==> src/design/string_hash_bucket_collision_counter_macros.svh <==
// Assertion macros for the string hash bucket collision counter.
`ifndef STRING_HASH_BUCKET_COLLISION_COUNTER_MACROS_SVH
`define STRING_HASH_BUCKET_COLLISION_COUNTER_MACROS_SVH

// Same-cycle implication, sampled on clk, off while rst_n is low.
`define SHBC_ASSERT_IMP(label, ante, cons, msg) \
    label: assert property (@(posedge clk) disable iff (!rst_n) (ante) |-> (cons)) \
        else $error(msg);

// Next-cycle implication, sampled on clk, off while rst_n is low.
`define SHBC_ASSERT_NXT(label, ante, cons, msg) \
    label: assert property (@(posedge clk) disable iff (!rst_n) (ante) |=> (cons)) \
        else $error(msg);

`endif

==> src/design/shbc_pkg.sv <==
// Shared types and constants for the string hash bucket collision counter.
package shbc_pkg;

    localparam int HASH_W          = 32;
    localparam int KEY_W           = 8;
    localparam int CNT_W           = 16;
    localparam int IDX_OUT_W       = 8;
    localparam int CFG_W           = 9;
    localparam int MODE_W          = 2;
    localparam int CFG_IDX_W       = 1;
    localparam int MAX_BUCKETS_DEF = 256;

    // modulo unit: bits retired per cycle
    localparam int MOD_STEP_BITS = 4;
    localparam int MOD_CYCLES    = HASH_W / MOD_STEP_BITS;
    localparam int MOD_CNT_W     = $clog2(MOD_CYCLES);

    localparam logic [HASH_W-1:0] SEED_DJB2 = 32'd5381;
    localparam logic [HASH_W-1:0] FNV_BASIS = 32'd2166136261;
    localparam logic [HASH_W-1:0] FNV_PRIME = 32'd16777619;
    localparam logic [CNT_W-1:0]  CNT_SAT   = 16'hFFFF;

    localparam logic [MODE_W-1:0] MODE_SUM  = 2'd0;
    localparam logic [MODE_W-1:0] MODE_DJB2 = 2'd1;
    localparam logic [MODE_W-1:0] MODE_SDBM = 2'd2;
    localparam logic [MODE_W-1:0] MODE_FNV  = 2'd3;

    localparam logic [MODE_W-1:0] MODE_RST       = MODE_DJB2;
    localparam logic [CFG_W-1:0]  TABLE_SIZE_RST = 9'd100;

    localparam logic [CFG_IDX_W-1:0] CFG_HASH_MODE  = 1'd0;
    localparam logic [CFG_IDX_W-1:0] CFG_TABLE_SIZE = 1'd1;

    localparam logic OP_KEY   = 1'b0;
    localparam logic OP_CLEAR = 1'b1;

    typedef struct packed {
        logic             op;
        logic [KEY_W-1:0] key_byte;
        logic             last_byte;
    } shbc_in_t;

    typedef struct packed {
        logic [HASH_W-1:0]    hash_value;
        logic [IDX_OUT_W-1:0] bucket_index;
        logic                 collided;
        logic [CNT_W-1:0]     bucket_count;
        logic [CNT_W-1:0]     collision_total;
    } shbc_out_t;

endpackage

==> src/design/string_hash_bucket_collision_counter.sv <==
// A key end's hash enters the modulo unit; then its bucket count is read from the RAM
//   and written back as the result is registered, later while a result is held.
// Inner bytes are taken while idle; a key end blocks requests until its result is
//   registered, due to the 4-bit/cycle modulo unit and the single-port histogram RAM.
// Clear request: zeroes all histogram entries, one per cycle, and the collision total.
// Reset: async active low; all histogram entries are cleared before in_ready rises.
`include "string_hash_bucket_collision_counter_macros.svh"

module string_hash_bucket_collision_counter #(
    parameter int MAX_BUCKETS = shbc_pkg::MAX_BUCKETS_DEF
) (
    input  logic                           clk,
    input  logic                           rst_n,
    // request channel
    input  logic                           in_valid,
    output logic                           in_ready,
    input  shbc_pkg::shbc_in_t             in_req,
    // result channel
    output logic                           out_valid,
    input  logic                           out_ready,
    output shbc_pkg::shbc_out_t            out_rsp,
    // configuration writes
    input  logic                           cfg_we,
    input  logic [shbc_pkg::CFG_IDX_W-1:0] cfg_index,
    input  logic [shbc_pkg::CFG_W-1:0]     cfg_wdata
);
    import shbc_pkg::*;

    localparam int IDX_W  = $clog2(MAX_BUCKETS);
    localparam int SIZE_W = $clog2(MAX_BUCKETS + 1);

    // sequencer codes
    localparam logic [2:0] ST_CLEAR  = 3'd0;  // sweeping zeros into the histogram
    localparam logic [2:0] ST_IDLE   = 3'd1;  // taking requests
    localparam logic [2:0] ST_MOD    = 3'd2;  // bucket index being computed
    localparam logic [2:0] ST_UPDATE = 3'd3;  // bucket count read back, write and emit

    logic [2:0]        state_reg, state_next;
    logic [IDX_W-1:0]  clr_addr_reg, clr_addr_next;
    logic [CNT_W-1:0]  coll_reg, coll_next;
    logic [HASH_W-1:0] hash_reg, hash_next;
    logic [MODE_W-1:0] hash_mode_reg;
    logic [CFG_W-1:0]  table_size_reg;
    logic              out_valid_reg, out_valid_next;
    shbc_out_t         out_rsp_reg, out_rsp_next;

    logic              in_accept;
    logic              key_step;
    logic              key_end;
    logic [HASH_W-1:0] fold_value;
    logic [SIZE_W-1:0] eff_size;
    logic              mod_busy;
    logic [SIZE_W-1:0] mod_rem;
    logic [IDX_W-1:0]  bucket_idx;

    logic              ram_we;
    logic [IDX_W-1:0]  ram_waddr;
    logic [CNT_W-1:0]  ram_wdata;
    logic              ram_re;
    logic [CNT_W-1:0]  ram_rdata;

    logic              hit;
    logic [CNT_W-1:0]  cnt_upd;
    logic [CNT_W-1:0]  coll_upd;
    logic              out_free;

    assign in_ready  = (state_reg == ST_IDLE);
    assign in_accept = in_valid && in_ready;
    assign key_step  = in_accept && (in_req.op == OP_KEY);
    assign key_end   = key_step && in_req.last_byte;
    assign out_free  = !out_valid_reg || out_ready;

    // ---------------------------------------------------------------
    // Configuration registers
    // ---------------------------------------------------------------
    always_ff @(posedge clk or negedge rst_n)
    begin
        if (!rst_n)
        begin
            hash_mode_reg  <= MODE_RST;
            table_size_reg <= TABLE_SIZE_RST;
        end
        else if (cfg_we)
        begin
            unique case (cfg_index)
                CFG_HASH_MODE:  hash_mode_reg  <= cfg_wdata[MODE_W-1:0];
                CFG_TABLE_SIZE: table_size_reg <= cfg_wdata;
                default:        ;
            endcase
        end
    end

    // Size zero behaves as one; sizes past the histogram saturate to its depth.
    always_comb
    begin
        if (table_size_reg == '0)
        begin
            eff_size = SIZE_W'(1);
        end
        else if (32'(table_size_reg) > 32'(MAX_BUCKETS))
        begin
            eff_size = SIZE_W'(MAX_BUCKETS);
        end
        else
        begin
            eff_size = SIZE_W'(table_size_reg);
        end
    end

    // ---------------------------------------------------------------
    // Hash accumulator and modulo unit
    // ---------------------------------------------------------------
    shbc_hash u_hash (
        .clk        (clk),
        .rst_n      (rst_n),
        .step       (key_step),
        .mode       (hash_mode_reg),
        .key_byte   (in_req.key_byte),
        .last_byte  (in_req.last_byte),
        .fold_value (fold_value)
    );

    // dividend is captured in a register, so the FNV multiply ends at a flop
    shbc_mod #(
        .DIV_W (SIZE_W)
    ) u_mod (
        .clk       (clk),
        .rst_n     (rst_n),
        .start     (key_end),
        .dividend  (fold_value),
        .divisor   (eff_size),
        .busy      (mod_busy),
        .remainder (mod_rem)
    );

    // remainder is below the effective size, which is at most MAX_BUCKETS
    assign bucket_idx = IDX_W'(mod_rem);

    // ---------------------------------------------------------------
    // Histogram: one RAM, read-modify-write per key end. Only one key is
    // in flight, so the write-back always lands before the next read.
    // ---------------------------------------------------------------
    shbc_ram #(
        .WIDTH (CNT_W),
        .DEPTH (MAX_BUCKETS)
    ) u_hist (
        .clk   (clk),
        .we    (ram_we),
        .waddr (ram_waddr),
        .wdata (ram_wdata),
        .re    (ram_re),
        .raddr (bucket_idx),
        .rdata (ram_rdata)
    );

    assign hit      = (ram_rdata != '0);
    assign cnt_upd  = (ram_rdata == CNT_SAT) ? ram_rdata : ram_rdata + 1'b1;
    assign coll_upd = (hit && coll_reg != CNT_SAT) ? coll_reg + 1'b1 : coll_reg;

    // ---------------------------------------------------------------
    // Sequencer
    // ---------------------------------------------------------------
    always_comb
    begin
        state_next     = state_reg;
        clr_addr_next  = clr_addr_reg;
        coll_next      = coll_reg;
        hash_next      = hash_reg;
        out_valid_next = out_valid_reg;
        out_rsp_next   = out_rsp_reg;
        ram_we         = 1'b0;
        ram_waddr      = clr_addr_reg;
        ram_wdata      = '0;
        ram_re         = 1'b0;

        if (out_valid_reg && out_ready)
        begin
            out_valid_next = 1'b0;
        end

        unique case (state_reg)
            ST_CLEAR:
            begin
                ram_we        = 1'b1;
                clr_addr_next = clr_addr_reg + 1'b1;
                if (clr_addr_reg == IDX_W'(MAX_BUCKETS - 1))
                begin
                    clr_addr_next = '0;
                    state_next    = ST_IDLE;
                end
            end
            ST_IDLE:
            begin
                if (in_accept && in_req.op == OP_CLEAR)
                begin
                    coll_next     = '0;
                    clr_addr_next = '0;
                    state_next    = ST_CLEAR;
                end
                else if (key_end)
                begin
                    hash_next  = fold_value;
                    state_next = ST_MOD;
                end
            end
            ST_MOD:
            begin
                if (!mod_busy)
                begin
                    ram_re     = 1'b1;
                    state_next = ST_UPDATE;
                end
            end
            ST_UPDATE:
            begin
                // read data holds here until the result register frees up
                if (out_free)
                begin
                    ram_we                       = 1'b1;
                    ram_waddr                    = bucket_idx;
                    ram_wdata                    = cnt_upd;
                    coll_next                    = coll_upd;
                    out_valid_next               = 1'b1;
                    out_rsp_next.hash_value      = hash_reg;
                    out_rsp_next.bucket_index    = IDX_OUT_W'(bucket_idx);
                    out_rsp_next.collided        = hit;
                    out_rsp_next.bucket_count    = cnt_upd;
                    out_rsp_next.collision_total = coll_upd;
                    state_next                   = ST_IDLE;
                end
            end
            default:
            begin
                state_next = ST_IDLE;
            end
        endcase
    end

    always_ff @(posedge clk or negedge rst_n)
    begin
        if (!rst_n)
        begin
            state_reg     <= ST_CLEAR;
            clr_addr_reg  <= '0;
            coll_reg      <= '0;
            out_valid_reg <= 1'b0;
        end
        else
        begin
            state_reg     <= state_next;
            clr_addr_reg  <= clr_addr_next;
            coll_reg      <= coll_next;
            out_valid_reg <= out_valid_next;
        end
    end

    always_ff @(posedge clk)
    begin
        hash_reg    <= hash_next;
        out_rsp_reg <= out_rsp_next;
    end

    assign out_valid = out_valid_reg;
    assign out_rsp   = out_rsp_reg;

    // ---------------------------------------------------------------
    // Assertions
    // ---------------------------------------------------------------
    `SHBC_ASSERT_IMP(a_ready_mod_idle, in_ready, !mod_busy,
        "request taken while modulo unit busy")
    `SHBC_ASSERT_NXT(a_clear_no_result, (state_reg == ST_CLEAR) && !out_valid_reg,
        !out_valid_reg, "result produced during clearing pass")
    `SHBC_ASSERT_IMP(a_update_nonzero, ram_we && (state_reg == ST_UPDATE),
        ram_wdata != '0, "bucket written back as zero on key end")
    `SHBC_ASSERT_NXT(a_coll_monotone, !(in_accept && in_req.op == OP_CLEAR),
        coll_reg >= $past(coll_reg), "collision total dropped without clear")

endmodule

==> src/design/shbc_ram.sv <==
// Generic single-write, single-read RAM with registered read data.
module shbc_ram #(
    parameter int WIDTH = 16,
    parameter int DEPTH = 256
) (
    input  logic                     clk,
    input  logic                     we,
    input  logic [$clog2(DEPTH)-1:0] waddr,
    input  logic [WIDTH-1:0]         wdata,
    input  logic                     re,
    input  logic [$clog2(DEPTH)-1:0] raddr,
    output logic [WIDTH-1:0]         rdata
);

    logic [WIDTH-1:0] mem [DEPTH];
    logic [WIDTH-1:0] rdata_reg;

    always_ff @(posedge clk)
    begin
        if (we)
        begin
            mem[waddr] <= wdata;
        end
        if (re)
        begin
            rdata_reg <= mem[raddr];
        end
    end

    assign rdata = rdata_reg;

endmodule

==> src/design/shbc_hash.sv <==
// Running 32-bit key hash: byte sum, djb2, sdbm or FNV-1a.
module shbc_hash (
    input  logic                          clk,
    input  logic                          rst_n,
    input  logic                          step,
    input  logic [shbc_pkg::MODE_W-1:0]   mode,
    input  logic [shbc_pkg::KEY_W-1:0]    key_byte,
    input  logic                          last_byte,
    output logic [shbc_pkg::HASH_W-1:0]   fold_value
);
    import shbc_pkg::*;

    logic [HASH_W-1:0] running_hash_reg, running_hash_next;
    logic              at_key_start_reg, at_key_start_next;
    logic [HASH_W-1:0] seed;
    logic [HASH_W-1:0] h;
    logic [HASH_W-1:0] b;

    always_comb
    begin
        unique case (mode)
            MODE_DJB2: seed = SEED_DJB2;
            MODE_FNV:  seed = FNV_BASIS;
            default:   seed = '0;
        endcase
    end

    assign h = at_key_start_reg ? seed : running_hash_reg;
    assign b = HASH_W'(key_byte);

    always_comb
    begin
        unique case (mode)
            MODE_SUM:  fold_value = h + b;
            MODE_DJB2: fold_value = (h << 5) + h + b;
            MODE_SDBM: fold_value = b + (h << 6) + (h << 16) - h;
            default:   fold_value = (h ^ b) * FNV_PRIME;
        endcase
    end

    // key end restarts at the seed of the next key
    always_comb
    begin
        running_hash_next = running_hash_reg;
        at_key_start_next = at_key_start_reg;
        if (step)
        begin
            running_hash_next = last_byte ? '0 : fold_value;
            at_key_start_next = last_byte;
        end
    end

    always_ff @(posedge clk or negedge rst_n)
    begin
        if (!rst_n)
        begin
            running_hash_reg <= '0;
            at_key_start_reg <= 1'b1;
        end
        else
        begin
            running_hash_reg <= running_hash_next;
            at_key_start_reg <= at_key_start_next;
        end
    end

endmodule

==> src/design/shbc_mod.sv <==
// Iterative 32-bit modulo by a narrow divisor, MOD_STEP_BITS dividend bits per cycle.
module shbc_mod #(
    parameter int DIV_W = 9
) (
    input  logic                         clk,
    input  logic                         rst_n,
    input  logic                         start,
    input  logic [shbc_pkg::HASH_W-1:0]  dividend,
    input  logic [DIV_W-1:0]             divisor,
    output logic                         busy,
    output logic [DIV_W-1:0]             remainder
);
    import shbc_pkg::*;

    logic [HASH_W-1:0]    dividend_reg, dividend_next;
    logic [DIV_W-1:0]     divisor_reg, divisor_next;
    logic [DIV_W-1:0]     rem_reg, rem_next;
    logic [MOD_CNT_W-1:0] cnt_reg, cnt_next;
    logic                 busy_reg, busy_next;
    logic [DIV_W:0]       r;
    logic [HASH_W-1:0]    d;

    // restoring steps: shift in one dividend bit, subtract when it fits
    always_comb
    begin
        r = {1'b0, rem_reg};
        d = dividend_reg;
        for (int k = 0; k < MOD_STEP_BITS; k++)
        begin
            r = {r[DIV_W-1:0], d[HASH_W-1]};
            d = d << 1;
            if (r >= {1'b0, divisor_reg})
            begin
                r = r - {1'b0, divisor_reg};
            end
        end
    end

    always_comb
    begin
        dividend_next = dividend_reg;
        divisor_next  = divisor_reg;
        rem_next      = rem_reg;
        cnt_next      = cnt_reg;
        busy_next     = busy_reg;
        if (start)
        begin
            dividend_next = dividend;
            divisor_next  = divisor;
            rem_next      = '0;
            cnt_next      = '0;
            busy_next     = 1'b1;
        end
        else if (busy_reg)
        begin
            dividend_next = d;
            rem_next      = r[DIV_W-1:0];
            cnt_next      = cnt_reg + 1'b1;
            busy_next     = (cnt_reg != MOD_CNT_W'(MOD_CYCLES - 1));
        end
    end

    always_ff @(posedge clk or negedge rst_n)
    begin
        if (!rst_n)
        begin
            cnt_reg  <= '0;
            busy_reg <= 1'b0;
        end
        else
        begin
            cnt_reg  <= cnt_next;
            busy_reg <= busy_next;
        end
    end

    always_ff @(posedge clk)
    begin
        dividend_reg <= dividend_next;
        divisor_reg  <= divisor_next;
        rem_reg      <= rem_next;
    end

    assign busy      = busy_reg;
    assign remainder = rem_reg;

endmodule
==> config.mk <==
export PLATFORM = sky130hd
export DESIGN_NAME = string_hash_bucket_collision_counter
export DESIGN_NICKNAME = d
export VERILOG_FILES = /design/src/design/shbc_pkg.sv /design/src/design/string_hash_bucket_collision_counter.sv /design/src/design/shbc_ram.sv /design/src/design/shbc_hash.sv /design/src/design/shbc_mod.sv
export VERILOG_INCLUDE_DIRS = /design/src /design/src/design
export SDC_FILE = /design/constraint.sdc
export NUM_CORES = 2
export LEC_CHECK = 0
export BUFFER_PORTS_ARGS = -buffer_cell sky130_fd_sc_hd__buf_2
export CORE_ASPECT_RATIO = 1.75
export CORE_MARGIN = 1.5
export CORE_UTILIZATION = 40
export CTS_BUF_LIST = sky130_fd_sc_hd__clkbuf_8
export DETAILED_ROUTE_END_ITERATION = 16
export SYNTH_ARGS = -nofsm -noshare
export SYNTH_HDL_FRONTEND = slang
export SYNTH_HIERARCHICAL = 1
export SYNTH_SLANG_ARGS = --single-unit
==> constraint.sdc <==
create_clock -name clk -period 16.1 [get_ports clk]
set_input_delay 2.415 -clock clk [delete_from_list [all_inputs] [get_ports clk]]
set_output_delay 2.415 -clock clk [all_outputs]
set_load 0.02 [all_outputs]
* After elaboration in Yosys (flattened, before gate mapping)
Memory sizes are Yosys's and may differ from the RTL's. A register that Yosys moved wholly into a read port is not among the register bits.
Index checks and enable logic that the tools add are counted.
** Storage, ports and cells
- Bits in registers :: 231
- RAM bits :: 4096
- Input bits :: 25
- Output and inout port bits :: 75
- Logic and storage cells :: 125
- Memories kept :: 1
** Memories
- u_hist.mem :: depth 256, bits a word 16, read ports 1, clocked after Yosys merged registers in 1, wr ports 1, line shbc_ram.sv:15 : logic [WIDTH-1:0] mem [DEPTH];
** Operators by class
- Add/sub/neg operators :: 14
- Multiply operators :: 1
- Order comparisons :: 5
- Equality and inequality tests :: 15
- Muxes and demuxes :: 42
- Bitwise logic cells :: 4
- Reductions and logical operators :: 23
** Operator list (number)
- 32-bit 2-to-1 mux :: 4
- 16-bit 2-to-1 mux :: 6
- 32-bit one-hot mux with 3 select lines :: 1
- 32-bit adder :: 2
- 32-bit by 8-bit adder with 32-bit output :: 2
- 32-bit one-hot mux with 2 select lines :: 1
- 9-bit 2-to-1 mux :: 5
- 10-bit by 9-bit >= comparator with 1-bit output :: 4
- 9-bit subtractor :: 4
- 16-bit by 1-bit adder with 16-bit output (second input constant) :: 2
- 8-bit by 32-bit adder with 32-bit output :: 1
- 32-bit by 25-bit multiplier with 32-bit output (second input constant) :: 1
- 8-bit 2-to-1 mux :: 4
- 16-bit one-hot mux with 2 select lines :: 1
- 32-bit subtractor :: 1
- 32-bit by 8-bit XOR with 32-bit output :: 1
- 3-bit 2-to-1 mux :: 7
- 16-bit equality test (second input constant) :: 1
- 16-bit inequality test (second input constant) :: 1
- 8-bit one-hot mux with 2 select lines :: 1
- 16-bit nonzero test :: 1
- 3-bit one-hot mux with 4 select lines :: 1
- 1-bit 2-to-1 mux :: 10
- 9-bit greater-than comparator (second input constant) :: 1
- other kinds (24) :: 41

* Logic depth before layout (Yosys ltp)
- Word-level depth :: 8
- Gate-level depth with buffers :: 36
- Gate-level depth less buffers :: 35

* By module
The synthesis kept the hierarchy.
** Modules (own cells, without submodules)
- shbc_ram :: instances 1, cells each 7360, area an instance 158874.9 µm², seq. area each 123478.4 µm²
- shbc_hash :: instances 1, cells each 1554, area an instance 13152.6 µm², seq. area each 827.0 µm²
- string_hash_bucket_collision_counter :: instances 1, cells each 452, area an instance 6147.1 µm², seq. area each 4108.9 µm²
- shbc_mod :: instances 1, cells each 379, area an instance 4078.9 µm², seq. area each 1511.4 µm²

* Least setup slack after synthesis
Ideal clock, no wire load.
- Path kind :: input port to flip-flop
- Start :: input out_ready
- End :: memory u_hist.mem[0][6], data pin
- Setup time :: 2246 ps
- Arrival :: 13024 ps
- Data required time :: 13854 ps
- Setup slack :: 830 ps
- Stages :: 3
- Path buffers :: 0
- Cells stage by stage :: nand2b_1 nand2_1 a211oi_1
** Between the ends
- Cells in the longest elaborated chain, start to end :: 3
** RTL lines
- start, declared :: line string_hash_bucket_collision_counter.sv:20 : input logic out_ready,
- 1-bit logical OR :: line string_hash_bucket_collision_counter.sv:71 : assign out_free = !out_valid_reg || out_ready;
- 16-bit 2-to-1 mux :: line string_hash_bucket_collision_counter.sv:217 : if (out_free)
- 16-bit 2-to-1 mux :: line string_hash_bucket_collision_counter.sv:181 : unique case (state_reg)
- net ram_wdata[6] :: line string_hash_bucket_collision_counter.sv:58 : logic [CNT_W-1:0] ram_wdata;
- end, declared :: line shbc_ram.sv:15
The timed path passes the listed nets, and every way through them passes these cells.

* Final worst setup path
- Start :: register hash_mode_reg[0]
- End :: register u_mod.dividend_reg[31], data pin
** Between the ends
- Cells in the longest elaborated chain, start to end :: 8
- Elaborated cells between the ends (all ways) :: 16
- Those cells by class :: add/sub (6); mul (1); eq/ne (3); mux (4); bitwise (1); reduce/logical (1)
** RTL lines
- start, declared :: line string_hash_bucket_collision_counter.sv:42 : logic [MODE_W-1:0] hash_mode_reg;
- start signal, assigned :: line string_hash_bucket_collision_counter.sv:86 : CFG_HASH_MODE: hash_mode_reg <= cfg_wdata[MODE_W-1:0];
- 2-bit equality test or 2-bit by 1-bit equality test with 1-bit output (tied branches) :: line shbc_hash.sv:21, shbc_hash.sv:33
- 32-bit one-hot mux with 2 select lines :: line shbc_hash.sv:21 : unique case (mode)
- 32-bit 2-to-1 mux :: line shbc_hash.sv:28 : assign h = at_key_start_reg ? seed : running_hash_reg;
- 8-bit by 32-bit adder with 32-bit output :: line shbc_hash.sv:36 : MODE_SDBM: fold_value = b + (h << 6) + (h << 16) - h;
- 32-bit adder :: line shbc_hash.sv:36
- 32-bit subtractor :: line shbc_hash.sv:36
- 32-bit one-hot mux with 3 select lines * :: line shbc_hash.sv:33 : unique case (mode)
- net fold_value[31] :: line string_hash_bucket_collision_counter.sv:50 : logic [HASH_W-1:0] fold_value;
- 32-bit 2-to-1 mux * :: line shbc_mod.sv:46 : if (start)
- net u_mod.dividend_next[31] :: line shbc_mod.sv:15 : logic [HASH_W-1:0] dividend_reg, dividend_next;
- end signal, assigned :: line shbc_mod.sv:79 : dividend_reg <= dividend_next;
- end, declared :: line shbc_mod.sv:15
The timed path passes the listed nets; every way through them passes the cells marked *.
A chain may end at the register's enable or synchronous reset.

==> summary.md <==
| Metric | Value |
|---|---|
| Run status | finished, final reports clean |
| Switching share of power | 41.85% |
| Vias | 97,864 |
| Initial antenna violation count | 27 |
| CP Buf/Inv Count | 6 |
| Layout cells sized above 1 | between 20% and 30% |
| Internal | between 20 and 25 mW |
| Max reg flops | 4,096 |
| Kind of cell adding the most delay to the critical path | adder cells |
| DRC | 0 |
| Start of the worst register-to-register path | hash_mode_reg[0]$_DFFE_PN1P_ |
| Critical path required time | 16.95 ns |
| Vias in the first global route | 100,720 |
| Clk_skew | around 0.086 ns |
| Worst setup path endpoint | u_mod/dividend_reg[31]$_DFFE_PP_ |
| I/O Pins | 100 |
| Placeable Area | 0.4533 mm^2 |
| H-tree depth | 6 |
| # rows | 327 |
| Total die area | around 0.46 mm^2 |
| Post-cts gate resize count | 0 |
| Levels on crit path | 28 |
| Unrepaired setup endpoints after global routing | no |
| Slowest CP cell | ha_1 |
| Power per cell area | 206.0 mW/mm^2 |
| Antenna-violating nets left | 0 |
| Layout area overhead | 10.56% |
| All-Layer GR Usage | 22.51% |
| Slew headroom | 3.499% |
| Pre-antenna DRT Iters | 6 |
| Most common flop cell mapped by yosys | edfxtp_1 |
| Fin. max-slew vios | 0 |
| Final Hold Viols | 0 |
| Post-route minimum period | 9.115 ns |
| Sw Pwr | approximately 17 mW |
| GRT overflow | 0 |
| Element type at the critical path end | flip-flop |
| Yosys warnings | 6 |
| CTS Hold Bufs | 0 |
| Vias per Instance | 5.861 |
| Gpl congestion | 0.9207 |
| Worst-skew pair later-pin latency | 1.15 ns |
| FF-to-FF End | u_mod/dividend_reg[31]$_DFFE_PP_ |
| Syn_nets | 10,210 |
| Buffers added on ports | 99 |
| Distinct cells, synth | roughly 120 |
| Overall Power | 41.51 mW |
| Clk pin slew, worst setup/hold paths | ~0.07 ns |
| # clock sinks | around 4,300 |
| First-pass GRT wire length | 743.6 mm |
| Initial Utilization | 40.20% |
| Logic pwr share | 48.4% |
| Die width | approximately 510 um |
| Final nets | 10,799 |
| Startpoint Class | flip-flop |
| Clock Root Buffer | clkbuf_8 |
| Hpwl dp | 333.6 mm |
| Reg-to-reg slack, setup | 6.98 ns |
| Total CTS buffers | 595 |
| Max Cap Viol | 0 |
| Clk network pwr share | 19.0% |
| Clock buffer depth | 4 |
| CP Data Arrival Time | 9.96 ns |
| Routed wire length | 525.1 mm |
| Async SR Flop Fraction | 1.727% |
| Sequential share of power | 32.6% |
| Worst-Margin Slew | ~1.4 ns |
| Fin crit share | between 50% and 60% |
| Peak VDD IR | 519.4 uV |
| Pleak | 67.16 nW |
| Worst min-delay path class | reg -> reg |
| Cells after synthesis | 9,745 |
| Setup TNS | 0 ns |
| Final setup viols | 0 |
| CP peak stage delay | about 0.66 ns |
| Syn_area_per_cell | 18.70 um^2 |
| Initial DRC Count | 10,085 |
| EDFF count, synth | between 4,000 and 5,000 |
| Synthesized flop and latch total | between 4,000 and 5,000 |
| Fmax | roughly 110 MHz |
| Die Y-Extent | 896.0 um |
| Worst setup path class | reg -> reg |
| Post-Syn Area | around 0.18 mm^2 |
| Post-CTS Setup Inserts | 0 |
| Reg2Reg Depth | 28 |
| DR WL/cell | 31.45 um |
| Critical path startpoint | hash_mode_reg[0]$_DFFE_PN1P_ |
| TritonCTS clock tree | done |
| Crit path max fanout | 30 |
| Sequential fraction of the synthesis area | 71.29% |
| Most used cell, CP | ha_1 |
| Largest net degree at the start of global routing | 201 |
==> Yosys cell counts, drive strengths merged, types with 7 or more instances <==
master | number | area [um^2]
o21bai | 7 | 56.30
a22oi | 49 | 372.9
ha | 337 | 4217
a21o | 59 | 442.9
dfxtp | 9 | 180.2
nor4 | 30 | 200.2
dfrtp | 70 | 1752
inv | 316 | 1189
or3 | 17 | 106.4
o31ai | 25 | 197.7
buf | 243 | 1934
and4 | 15 | 140.1
mux4 | 806 | 18150
clkbuf | 270 | 1069
nand2 | 201 | 757.0
o221ai | 258 | 2278
a22o | 53 | 464.2
a211oi | 52 | 410.4
edfxtp | 4258 | 127900
nand3 | 84 | 435.4
xnor2 | 126 | 1104
a2111oi | 12 | 167.7
o211ai | 16 | 120.1
o32ai | 26 | 242.7
nor3 | 128 | 645.6
and3 | 41 | 257.8
and2 | 34 | 212.7
nor2b | 38 | 237.7
xor2 | 39 | 341.6
o2111ai | 8 | 70.07
a221oi | 31 | 271.5
nand2b | 26 | 162.7
o21ai | 133 | 676.9
a31oi | 42 | 262.8
mux2 | 154 | 1742
nand4 | 52 | 367.9
mux2i | 586 | 5866
o21a | 10 | 75.07
or2 | 14 | 90.09
a21boi | 10 | 75.07
nor2 | 421 | 1590
o22ai | 152 | 950.9
fa | 103 | 2062
a21oi | 298 | 1518
==> cell type report <==
cell class	instances	area (um^2)
antenna	14	35.03
clock buffer	609	8382
clock inverter	416	2270
fill	38932	251800
inverter	317	1207
multi-input combinational	4573	48500
sequential	4342	129900
tap	5922	7410
timing repair buffer	505	3746
==> power by group through the flow <==
| stage | Combinational (mW) | Clock [mW] | Sequential [mW] |
|---|---|---|---|
| 2_1_floorplan | 12.9 | 0 | 13.8 |
| 3_3_place_gp | 20.0 | 0 | 13.7 |
| 3_5_place_dp | 20.0 | 0 | 13.7 |
| 4_1_cts | 20.1 | 8.08 | 13.5 |
| 5_1_grt | 21.3 | 8.47 | 13.5 |
| 6_report | 20.1 | 7.90 | 13.5 |
==> worst min-delay path by stage <==
stage	from	endpoint	slack [ns]	cells after the start
3_3_place_gp	hash_reg[13]$_DFFE_PP_	out_rsp[54]$_DFFE_PP_	0.40	0
3_5_place_dp	hash_reg[4]$_DFFE_PP_	out_rsp[45]$_DFFE_PP_	0.40	0
6_report	hash_reg[15]$_DFFE_PP_	out_rsp[56]$_DFFE_PP_	0.41	0
5_1_grt	hash_reg[12]$_DFFE_PP_	out_rsp[53]$_DFFE_PP_	0.43	0
2_1_floorplan	hash_reg[0]$_DFFE_PP_	out_rsp[41]$_DFFE_PP_	0.40	0
4_1_cts	hash_reg[15]$_DFFE_PP_	out_rsp[56]$_DFFE_PP_	0.42	0
==> metrics by stage <==
step                      setup WS [ns]  utilization, %  cell area [um^2]  hold WS, ns  cells
final                             6.985           44.45            201500       0.4143  16698
after global routing              6.660           44.44            201500       0.4269  16691
after CTS                         7.051           44.44            201500       0.4152  16683
after detailed placement          6.590           42.09            190800       0.4045  15658
after global placement            6.469           42.09            190800       0.4038  15658
after floorplan                  0.8297               -            182300       0.4003   9745
==> logic make-up (layout without fill, tap and decap cells) <==
family	after synthesis	in the layout	synth area share, %
buffers and inverters	830	1847	2.302
flip-flops	4342	4342	71.29
XOR/XNOR	165	165	0.7929
AND/OR/NAND/NOR	1131	1131	3.005
other	0	14	0
adder cells (fa/ha/maj)	440	440	3.445
multiplexers	1546	1546	14.13
AO/OA/AOI/OAI	1291	1291	5.033
==> per-layer routing <==
metal  wire length [um]  part of all wire, %  vias up  GRT usage (%)
met1             188100                   36    51816          26.07
met5                109                0.021        -              0
li1                   -                    -    40970              -
met4              33320                  6.3       14          12.45
met2             271600                   52     3981          39.95
met3              31960                  6.1     1083          3.248
==> cell usage in the layout, fill, tap and decap left out, drive strengths merged, types with 25 or more instances in the layout <==
master  count
xnor2     126
nor2b      38
a31oi      42
mux2i     586
nand3      84
dfrtp      70
mux2      154
o21ai     133
nor3      128
nand4      52
buf       504
and2       34
a21oi     298
ha        337
a22o       53
a21o       59
nand2b     26
o32ai      26
nor2      421
xor2       39
o221ai    258
nand2     201
clkinv    200
a221oi     31
clkbuf    610
inv       503
a211oi     52
fa        103
nor4       30
o22ai     152
edfxtp   4258
mux4      806
a22oi      49
and3       41
o31ai      25
Power figures use the tool's default switching activity.
